==> config.mk <==
export PLATFORM = sky130hd
export DESIGN_NAME = pscl_row_update
export DESIGN_NICKNAME = d
export VERILOG_FILES = /design/src/hdl/pscl_pkg.sv /design/src/hdl/pscl_row_update.sv
export SDC_FILE = /design/constraint.sdc
export NUM_CORES = 1
export LEC_CHECK = 0
export CAP_MARGIN = 30
export CORE_AREA = 2 2 149 151
export DETAILED_ROUTE_END_ITERATION = 12
export DIE_AREA = 0 0 151 153
export DONT_BUFFER_PORTS = 1
export MAX_ROUTING_LAYER = met4
export PLACE_DENSITY = 0.46
export SYNTH_ARGS = -nofsm -noshare
export SYNTH_HDL_FRONTEND = slang
export SYNTH_SLANG_ARGS = --single-unit
==> constraint.sdc <==
create_clock -name vclk -period 6.2
set_input_delay 0.93 -clock vclk [all_inputs]
set_output_delay 0.93 -clock vclk [all_outputs]
set_load 0.05 [all_outputs]
==> src/hdl/pscl_pkg.sv <==
// Shared types and constants for the per-source connection limiter.
package pscl_pkg;

  localparam int KEY_W   = 32;
  localparam int COUNT_W = 9;
  localparam int CFG_W   = 16;
  localparam int ID_W    = 8;

  // Counts saturate here.
  localparam logic [COUNT_W-1:0] COUNT_MAX = 9'd256;

  // Configuration register indexes.
  localparam logic CFG_MAX_TOTAL      = 1'b0;
  localparam logic CFG_MAX_PER_SOURCE = 1'b1;

  // Event codes.
  localparam logic MODE_CONNECT    = 1'b0;
  localparam logic MODE_DISCONNECT = 1'b1;

  typedef enum logic [2:0] {
    STAT_ADMITTED   = 3'd0,
    STAT_TOTAL_OVER = 3'd1,
    STAT_SRC_OVER   = 3'd2,
    STAT_RELEASED   = 3'd3,
    STAT_UNKNOWN_ID = 3'd4,
    STAT_TABLE_FULL = 3'd5
  } status_t;

  typedef enum logic [2:0] {
    ST_CLEAR,
    ST_IDLE,
    ST_CONN,
    ST_DSLOT,
    ST_DROW
  } state_t;

  // One way of a bucket row.
  typedef struct packed {
    logic               valid;
    logic [KEY_W-1:0]   key;
    logic [COUNT_W-1:0] count;
  } way_t;

  // Lookup summary from the row update unit.
  typedef struct packed {
    logic               hit;
    logic               full;
    logic               sat;
    logic [COUNT_W-1:0] source;
  } row_res_t;

endpackage

==> src/hdl/pscl_row_update.sv <==
// Bucket row lookup and count update for connect and disconnect.
module pscl_row_update #(
  parameter int WAYS = 4
) (
  input  logic                          op_disc,
  input  logic [pscl_pkg::KEY_W-1:0]    key,
  input  pscl_pkg::way_t [WAYS-1:0]     row_in,
  output pscl_pkg::way_t [WAYS-1:0]     row_out,
  output pscl_pkg::row_res_t            res
);
  import pscl_pkg::*;

  localparam int WI = (WAYS > 1) ? $clog2(WAYS) : 1;

  logic          hit, fre;
  logic [WI-1:0] hit_w, free_w;
  logic [COUNT_W-1:0] cnt;

  // Lowest matching way and lowest free way.
  always_comb begin
    hit    = 1'b0;
    fre    = 1'b0;
    hit_w  = '0;
    free_w = '0;
    for (int w = WAYS - 1; w >= 0; w--) begin
      if (row_in[w].valid && row_in[w].key == key) begin
        hit   = 1'b1;
        hit_w = WI'(w);
      end
      if (!row_in[w].valid) begin
        fre    = 1'b1;
        free_w = WI'(w);
      end
    end
  end

  always_comb begin
    row_out    = row_in;
    res        = '0;
    res.hit    = hit;
    cnt        = row_in[hit_w].count;
    if (!op_disc) begin
      if (hit) begin
        if (cnt >= COUNT_MAX) begin
          res.sat = 1'b1;
        end else begin
          cnt = cnt + 1'b1;
        end
        row_out[hit_w].count = cnt;
        res.source           = cnt;
      end else if (fre) begin
        row_out[free_w].valid = 1'b1;
        row_out[free_w].key   = key;
        row_out[free_w].count = COUNT_W'(1);
        res.source            = COUNT_W'(1);
      end else begin
        res.full = 1'b1;
      end
    end else if (hit) begin
      if (cnt != '0) begin
        cnt = cnt - 1'b1;
      end
      row_out[hit_w].count = cnt;
      if (cnt == '0) begin
        row_out[hit_w].valid = 1'b0;
      end
      res.source = cnt;
    end
  end

endmodule

== After elaboration in Yosys (flattened, before gate mapping) ==
Cells that the tools add are included.
Word-level totals
  memories: 0
  bits in latches: 0
  word-level logic and storage cells: 73
  bits in registers: 0
  output and inout bits: 180
  memory bits (writable): 0
  input port bits: 201
  memory bits (read-only): 0
Operators by class
  reduce and logical (&&, ||, !) cells: 8
  eq/ne operators: 4
  multiply operators: 0
  multiplexer cells: 54
  bitwise gates (word level): 0
  divide/modulo/power cells: 0
  magnitude comparators: 5
  $add $sub $neg: 2
  shift-type cells: 0
Operators with widths (number)
  bitwise mux 168 bit: 6
  two-way mux 168 bit: 5
  demux 42 bit (select 2 bit): 5
  equality test 32 bit: 4
  two-way mux 9 bit: 12
  binary-select mux 42 bit (select 2 bit): 1
  two-way mux 42 bit: 2
  two-way mux 41 bit: 1
  two-way mux 2 bit: 9
  two-way mux 1 bit: 13
  adder 9 x 1 -> 9 bit, second input constant: 1
  >= comparator 9 bit, second input constant: 1
  zero test 9 bit: 1
  nonzero test 9 bit: 1
  subtractor 9 x 1 -> 9 bit, second input constant: 1
  logical AND 1 bit: 6
  < comparator 2 x 3 -> 1 bit, second input constant: 2
  >= comparator 2 x 1 -> 1 bit, second input constant: 2

== Longest topological paths before layout ==
Gate-level depths: netlist (run 1).
  depth after elaboration: 17
  gate-level depth with buffers: 18
  mapped depth without buffers: 15

== Least setup slack after synthesis (run 1) ==
OpenSTA, ideal clock, no wires.
  kind: input -> output
  from: input port key[1] (netlist bit)
  to: output port row_out[43] (netlist bit)
  data required time: 5.270 ns
  data arrival time: 5.446 ns
  buffers on the path: 3
  path slack: -0.176 ns
  stages on the path: 18
  cell sequence: buf_4 xor2_1 nor4_1 nand4_1 or4_1 buf_2 and4b_4 buf_6 a22oi_1 o21ai_1 inv_1 ha_1 inv_1 nor4_2 nand2_1 a21oi_1 a21oi_1 a211oi_1
RTL lines
  start: declaration: line pscl_row_update.sv:6  | input logic [pscl_pkg::KEY_W-1:0] key,
  end: declaration: line pscl_row_update.sv:8  | output pscl_pkg::way_t [WAYS-1:0] row_out,

==> results of run 1 <==
## where the power goes
part,internal [mW],switching [mW],leakage (nW)
logic,0.189,0.445,2.44
clock network,0,0,0
registers,0,0,0
## path summary, 6_finish.rpt
path / start / slack [ns] / cells past startpoint / to
max: key[11] / 0.28 / 18 / row_out[85]
min: op_disc / 2.10 / 2 / row_out[134]
## cell families (layout without fill, tap and decap cells)
family,after synthesis,in the layout,share of synthesized area
mux,148,148,0.312
xor+xnor,137,137,0.226
compound gates,133,133,0.168
buf+inv,90,135,0.0911
simple gates,193,193,0.196
fa+ha+maj,3,3,0.00706
## routing by layer
layer | wire length (µm) | part of all wire | global-route usage
met1 | 10800 | 0.36 | 0.276
met5 | 0 | 0 | -
met3 | 3270 | 0.11 | 0.0839
met2 | 15400 | 0.51 | 0.447
met4 | 671 | 0.022 | 0.0445
## synth_stat cells, types with 3 or more instances
cell      instances
mux2_2          132
xor2_1          111
nor2_1           64
a21oi_1          43
clkbuf_1         35
nor4_1           33
nand2_1          28
xnor2_1          26
o21ai_0          19
inv_1            18
mux2i_1          15
nand4_1          14
buf_6            13
o22ai_1          13
buf_2            12
nor3_1           12
a211oi_1         10
buf_4             9
nand3_1           9
a22oi_1           6
a221oi_1          5
o21a_1            5
a31oi_1           4
nor3b_1           4
and3_1            3
ha_1              3
nor2b_1           3
o21ai_1           3
o21ai_2           3
or4_1             3
## cell type report
cell class         instances  area [µm²]  area share
inverters                 19        71.3      0.0112
well taps                280         350      0.0552
multi-input cells        614        4930       0.777
repair buffers           116         996       0.157
## critical path: cells and delay by family
kind                     cells  cell delay (ns)
adder cells (fa/ha/maj)      1             0.16
XOR/XNOR                     1             0.15
AND/OR/NAND/NOR              6             2.43
buffers and inverters        5             0.67
AO/OA/AOI/OAI                5             0.63
## stage by stage
step                      TNS (ns)  worst slack, ns  hold slack [ns]  instance area [µm²]
final                            0            0.276             2.10                 6340
after CTS                        0            0.168             2.11                 6320
after detailed placement         0            0.185             2.11                 6320
after floorplan             -0.352           -0.176             2.11                 5320
after global placement           0            0.211             2.11                 6300
after global routing             0        0.0000724             2.10                 6340
## layout by cell type (no fill, tap or decap), drive strengths merged, types with 2 or more instances in the layout
| cell type | netlist | layout |
|---|---|---|
| nor3b | 5 | 5 |
| a21oi | 43 | 43 |
| o211a | 2 | 2 |
| a211oi | 10 | 10 |
| nor2 | 64 | 64 |
| o22ai | 13 | 13 |
| a22oi | 8 | 8 |
| ha | 3 | 3 |
| nor4 | 35 | 35 |
| nor3 | 13 | 13 |
| a31oi | 4 | 4 |
| o21ai | 25 | 25 |
| a211o | 2 | 2 |
| nor2b | 4 | 4 |
| mux2 | 132 | 132 |
| buf | 36 | 116 |
| nand4 | 14 | 14 |
| xor2 | 111 | 111 |
| nand2b | 2 | 2 |
| a221oi | 5 | 5 |
| a221o | 2 | 2 |
| a21o | 2 | 2 |
| inv | 18 | 18 |
| and3 | 3 | 3 |
| mux2i | 16 | 16 |
| nor4b | 2 | 2 |
| or4 | 5 | 5 |
| a21boi | 2 | 2 |
| xnor2 | 26 | 26 |
| nand3 | 9 | 9 |
| and2 | 2 | 2 |
| o21a | 5 | 5 |
| a41oi | 2 | 2 |
| nand2 | 30 | 30 |
==> out/results.tsv, run 1 <==
stage	metric	value	unit
outcome	outcome	complete, no violations	
route	wire per inst	29.2	µm
route	remaining antenna violation count after routing	0	
finish	Register Area	0	µm²
finish	final cell count without fillers	1029	
route	drt total wl	30100	µm
critical_path	max incr delay on CP	0.73	ns
finish	sequential cell count	0	
finish	fillcell total	2367	
logic_synthesis	cell area after synthesis	5320	µm²
logic_synthesis	largest cells by area after synthesis	mux2_2 28%, xor2_1 18%, nor2_1 4.5%	
sta	Max Clk Rate	0.169	GHz
sta	slew margin rel.	0.560	
critical_path	most frequent CP cell	buf_4	
logic_synthesis	post-synthesis average cell area	7.55	µm²
sta	unrepaired setup endpoints after global routing	no	
floorplan	row count	54	
critical_path	critical path cell sequence	xor2_1 > nor4_2 > nand4_1 > or4_1 > and4b_4 > a22oi_1 > o21ai_2 > inv_1 > ha_1 > inv_1 > or4_4 > buf_4 > nor3_1 > a21oi_1 > a21oi_1 > buf_4 > a211oi_2 > buf_4	
route	drt first pass iters	5	
power	Design Power	0.633	mW
global_routing	initial antenna violation count	0	
critical_path	CP Capture Type	output pin	
sta	Slew @ Worst Pin	0.656	ns
logic_synthesis	Yosys top cell by area	mux2_2	
critical_path	critical path arrival	4.99	ns
floorplan	Die Y	153	µm
power	Leak	2.44	nW
finish	Diodes inserted	0	
sta	Hold Vio Cnt, Final	0	
min_path	Hold WC Path Type	primary input to output pin	
cts	post-CTS sizing	0	
finish	synth-to-layout area growth	19.3	%
power	worst vdd ir	0.0520	mV
finish	Nets	955	
placed_design	Port Buffers	0	
logic_synthesis	synthesized net count	908	
floorplan	Initial Utilization	0.247	
global_routing	first-pass GRT wire length	41700	µm
global_routing	largest net degree at the start of global routing	59	
logic_synthesis	Netlist cell types	66	
floorplan	Die W	151	µm
logic_synthesis	post-synth top area share	0.280	
power	Pwr Density	99.8	nW/µm²
cts	hold buffer count at CTS	0	
critical_path	worst-path fanout max	11	
global_routing	global-route usage over all layers	0.252	
route	Residual DRC	0	
placed_design	detailed placer's ending HPWL	25700	µm
sta	crit path time final	5.92	ns
floorplan	die area	23100	µm²
sta	Final setup viols	0	
route	Iter 0 DRT Violations	344	
global_routing	vias in the first global route	5807	
logic_synthesis	Post-Syn Instances	704	
finish	Clock buffer cells	0	
route	via-per-instance ratio	5.71	
finish	layout cells sized above 1	0.383	
sta	max-slew violations	0	
cts	# Post-CTS Setup Buffers	0	
critical_path	Startpoint Class	primary input	
critical_path	Critical Path RT	5.27	ns
logic_synthesis	Yosys Warn Count	0	
floorplan	IO Pins	381	
route	vias	5876	
placed_design	Routability Congestion	0.887	
global_routing	Congestion Overflow GR	0	
critical_path	Crit Path Class	primary input to output pin	
placed_design	dpl cells	1029	
sta	Final Cycle Share	0.956	
critical_path	Slowest-stage cell, CP	or4_1	
finish	utilization after layout	0.295	
run	Max-Cap Viols	0	
logic_synthesis	Seq/Total Area, Yosys	0	
floorplan	Core Area	21500	µm²
(Power assumes the default switching activity.)
==> inputs of run 2 (changes only) <==
--- a/config.mk
+++ b/config.mk
@@ -10,7 +10,6 @@
 export DETAILED_ROUTE_END_ITERATION = 12
 export DIE_AREA = 0 0 151 153
 export DONT_BUFFER_PORTS = 1
-export MAX_ROUTING_LAYER = met4
 export PLACE_DENSITY = 0.46
 export SYNTH_ARGS = -nofsm -noshare
 export SYNTH_HDL_FRONTEND = slang
==> out/results.tsv, run 2 (synthesized netlist as in run 1, its figures left out) <==
stage	metric	value	unit	change
finish	Register Area	0	µm²	unchanged
power	Net Switching	0.440	mW	was 0.445 mW
sta	Final Cycle Share	0.975		was 0.956
finish	commonest non-fill, non-tap cell in the layout	mux2_2		unchanged
finish	Nets	952		was 955
route	vias	5741		was 5876
placed_design	Port Buffers	0		unchanged
sta	unrepaired setup endpoints after global routing	no		unchanged
global_routing	global-route usage over all layers	0.243		was 0.252
sta	Slew @ Worst Pin	0.666	ns	was 0.656 ns
power	Comb power frac	1.000		about the same
sta	crit path time final	6.04	ns	was 5.92 ns
finish	Clock buffer cells	0		unchanged
placed_design	detailed placer's ending HPWL	25700	µm	about the same
critical_path	max incr delay on CP	0.73	ns	about the same
power	sw frac	0.702		about the same
placed_design	Routability Congestion	0.904		was 0.887
power	Leak	2.43	nW	was 2.44 nW
sta	max-slew violations	0		unchanged
finish	fillcell total	2427		was 2367
floorplan	Die W	151	µm	unchanged
route	Residual DRC	0		unchanged
outcome	outcome	complete, no violations		unchanged
floorplan	die area	23100	µm²	unchanged
route	Iter 0 DRT Violations	354		was 344
finish	layout cells sized above 1	0.377		was 0.383
global_routing	Congestion Overflow GR	0		unchanged
power	clock share of power	0		about the same
finish	commonest non-fill, non-tap cells in the layout	132 x mux2_2, 111 x xor2_1, 103 x buf_4		was 132 x mux2_2, 111 x xor2_1, 106 x buf_4
route	remaining antenna violation count after routing	0		unchanged
sta	slew margin rel.	0.553		was 0.560
critical_path	worst-path fanout max	11		unchanged
critical_path	Crit Path Class	primary input to output pin		unchanged
critical_path	Slowest-stage cell, CP	or4_1		unchanged
global_routing	initial antenna violation count	0		unchanged
finish	sequential cell count	0		unchanged
critical_path	critical path arrival	5.11	ns	was 4.99 ns
route	drt total wl	29800	µm	was 30100 µm
finish	Diodes inserted	0		unchanged
global_routing	vias in the first global route	5819		was 5807
critical_path	critical path cell sequence	xor2_1 > nor4_1 > nand4_1 > or4_1 > and4b_4 > a22oi_1 > o21ai_2 > inv_1 > ha_1 > inv_1 > or4_4 > buf_4 > nor3_1 > a21oi_1 > a21oi_1 > buf_4 > a211oi_2 > buf_4		was xor2_1 > nor4_2 > nand4_1 > or4_1 > and4b_4 > a22oi_1 > o21ai_2 > inv_1 > ha_1 > inv_1 > or4_4 > buf_4 > nor3_1 > a21oi_1 > a21oi_1 > buf_4 > a211oi_2 > buf_4
power	worst vdd ir	0.0517	mV	was 0.0520 mV
critical_path	Startpoint Class	primary input		unchanged
floorplan	Initial Utilization	0.247		unchanged
critical_path	Critical Path RT	5.27	ns	about the same
finish	area occupied by multi-input gates	4910	µm²	was 4930 µm²
min_path	Hold Startpoint	op_disc		unchanged
floorplan	IO Pins	381		unchanged
min_path	Hold WC Path Type	primary input to output pin		unchanged
critical_path	most frequent CP cell	buf_4		unchanged
sta	Max Clk Rate	0.165	GHz	was 0.169 GHz
run	Max-Cap Viols	0		unchanged
critical_path	CP Capture Type	output pin		unchanged
critical_path	Worst setup startpoint	key[11]		unchanged
power	Design Power	0.628	mW	was 0.633 mW
sta	Final setup viols	0		unchanged
sta	hold_ws	2.11	ns	was 2.10 ns
floorplan	Core Area	21500	µm²	unchanged
route	drt first pass iters	5		unchanged
cts	hold buffer count at CTS	0		unchanged
global_routing	first-pass GRT wire length	41300	µm	was 41700 µm
route	wire per inst	29.0	µm	was 29.2 µm
floorplan	Die Y	153	µm	unchanged
sta	Hold Vio Cnt, Final	0		unchanged
finish	synth-to-layout area growth	18.6	%	was 19.3%
power	Pwr Density	99.6	nW/µm²	was 99.8 nW/µm²
floorplan	row count	54		unchanged
power	Internal Power	0.187	mW	was 0.189 mW
route	via-per-instance ratio	5.60		was 5.71
global_routing	largest net degree at the start of global routing	59		unchanged
power	Seq pwr share	0		about the same
run 2: changes by cell type in the layout (fill, tap and decap cells not counted):
| cell | delta |
|---|---|
| buf_4 | -3 |
| o21ai_0 | -1 |
| nor4_1 | +3 |
| nor4_2 | -3 |
| o21ai_1 | +1 |
run 2: worst paths after layout:
path	end	slack, ns	cells after the start
setup / recovery	row_out[85]	0.16	18
hold / removal	row_out[134]	2.11	2
run 2: routing by layer:
layer / GRT usage / part of all wire
met5: 0 / 0
met4: 0.0694 / 0.036
met3: 0.0818 / 0.11
met2: 0.438 / 0.51
met1: 0.267 / 0.35
run 2: power by group through the flow:
stage	combinational [mW]	sequential (mW)	clock, mW
after floorplan	0.530	0	0
after global placement	0.629	0	0
after detailed placement	0.628	0	0
after CTS	0.630	0	0
after global routing	0.653	0	0
final	0.628	0	0
run 2: area by class of cell:
type | count | share of cell area
multi-input combinational | 614 | 0.779
tap | 280 | 0.0556
inverter | 19 | 0.0113
timing repair buffer | 113 | 0.154
run 2: stage by stage:
step	area (µm²)	setup TNS, ns	utilization	std cells	setup WS [ns]
finish	6300	0	0.293	1026	0.156
global route	6300	0	0.293	1026	0.0155
CTS	6300	0	0.293	1026	0.0956
detailed placement	6300	0	0.293	1026	0.110
global placement	6280	0	0.292	1025	0.189
floorplan	5320	-0.352	-	704	-0.176
run 2: worst max-delay path: cells and delay by family:
family | cells | cell delay, ns
fa+ha+maj | 1 | 0.17
compound gates | 5 | 0.64
buf+inv | 5 | 0.68
simple gates | 6 | 2.56
xor+xnor | 1 | 0.14
run 2: what timing repair did:
action	4_1_cts	5_1_grt
endpoints found under the setup margin	0	6
resized for setup	0	2
buffers inserted	0	0
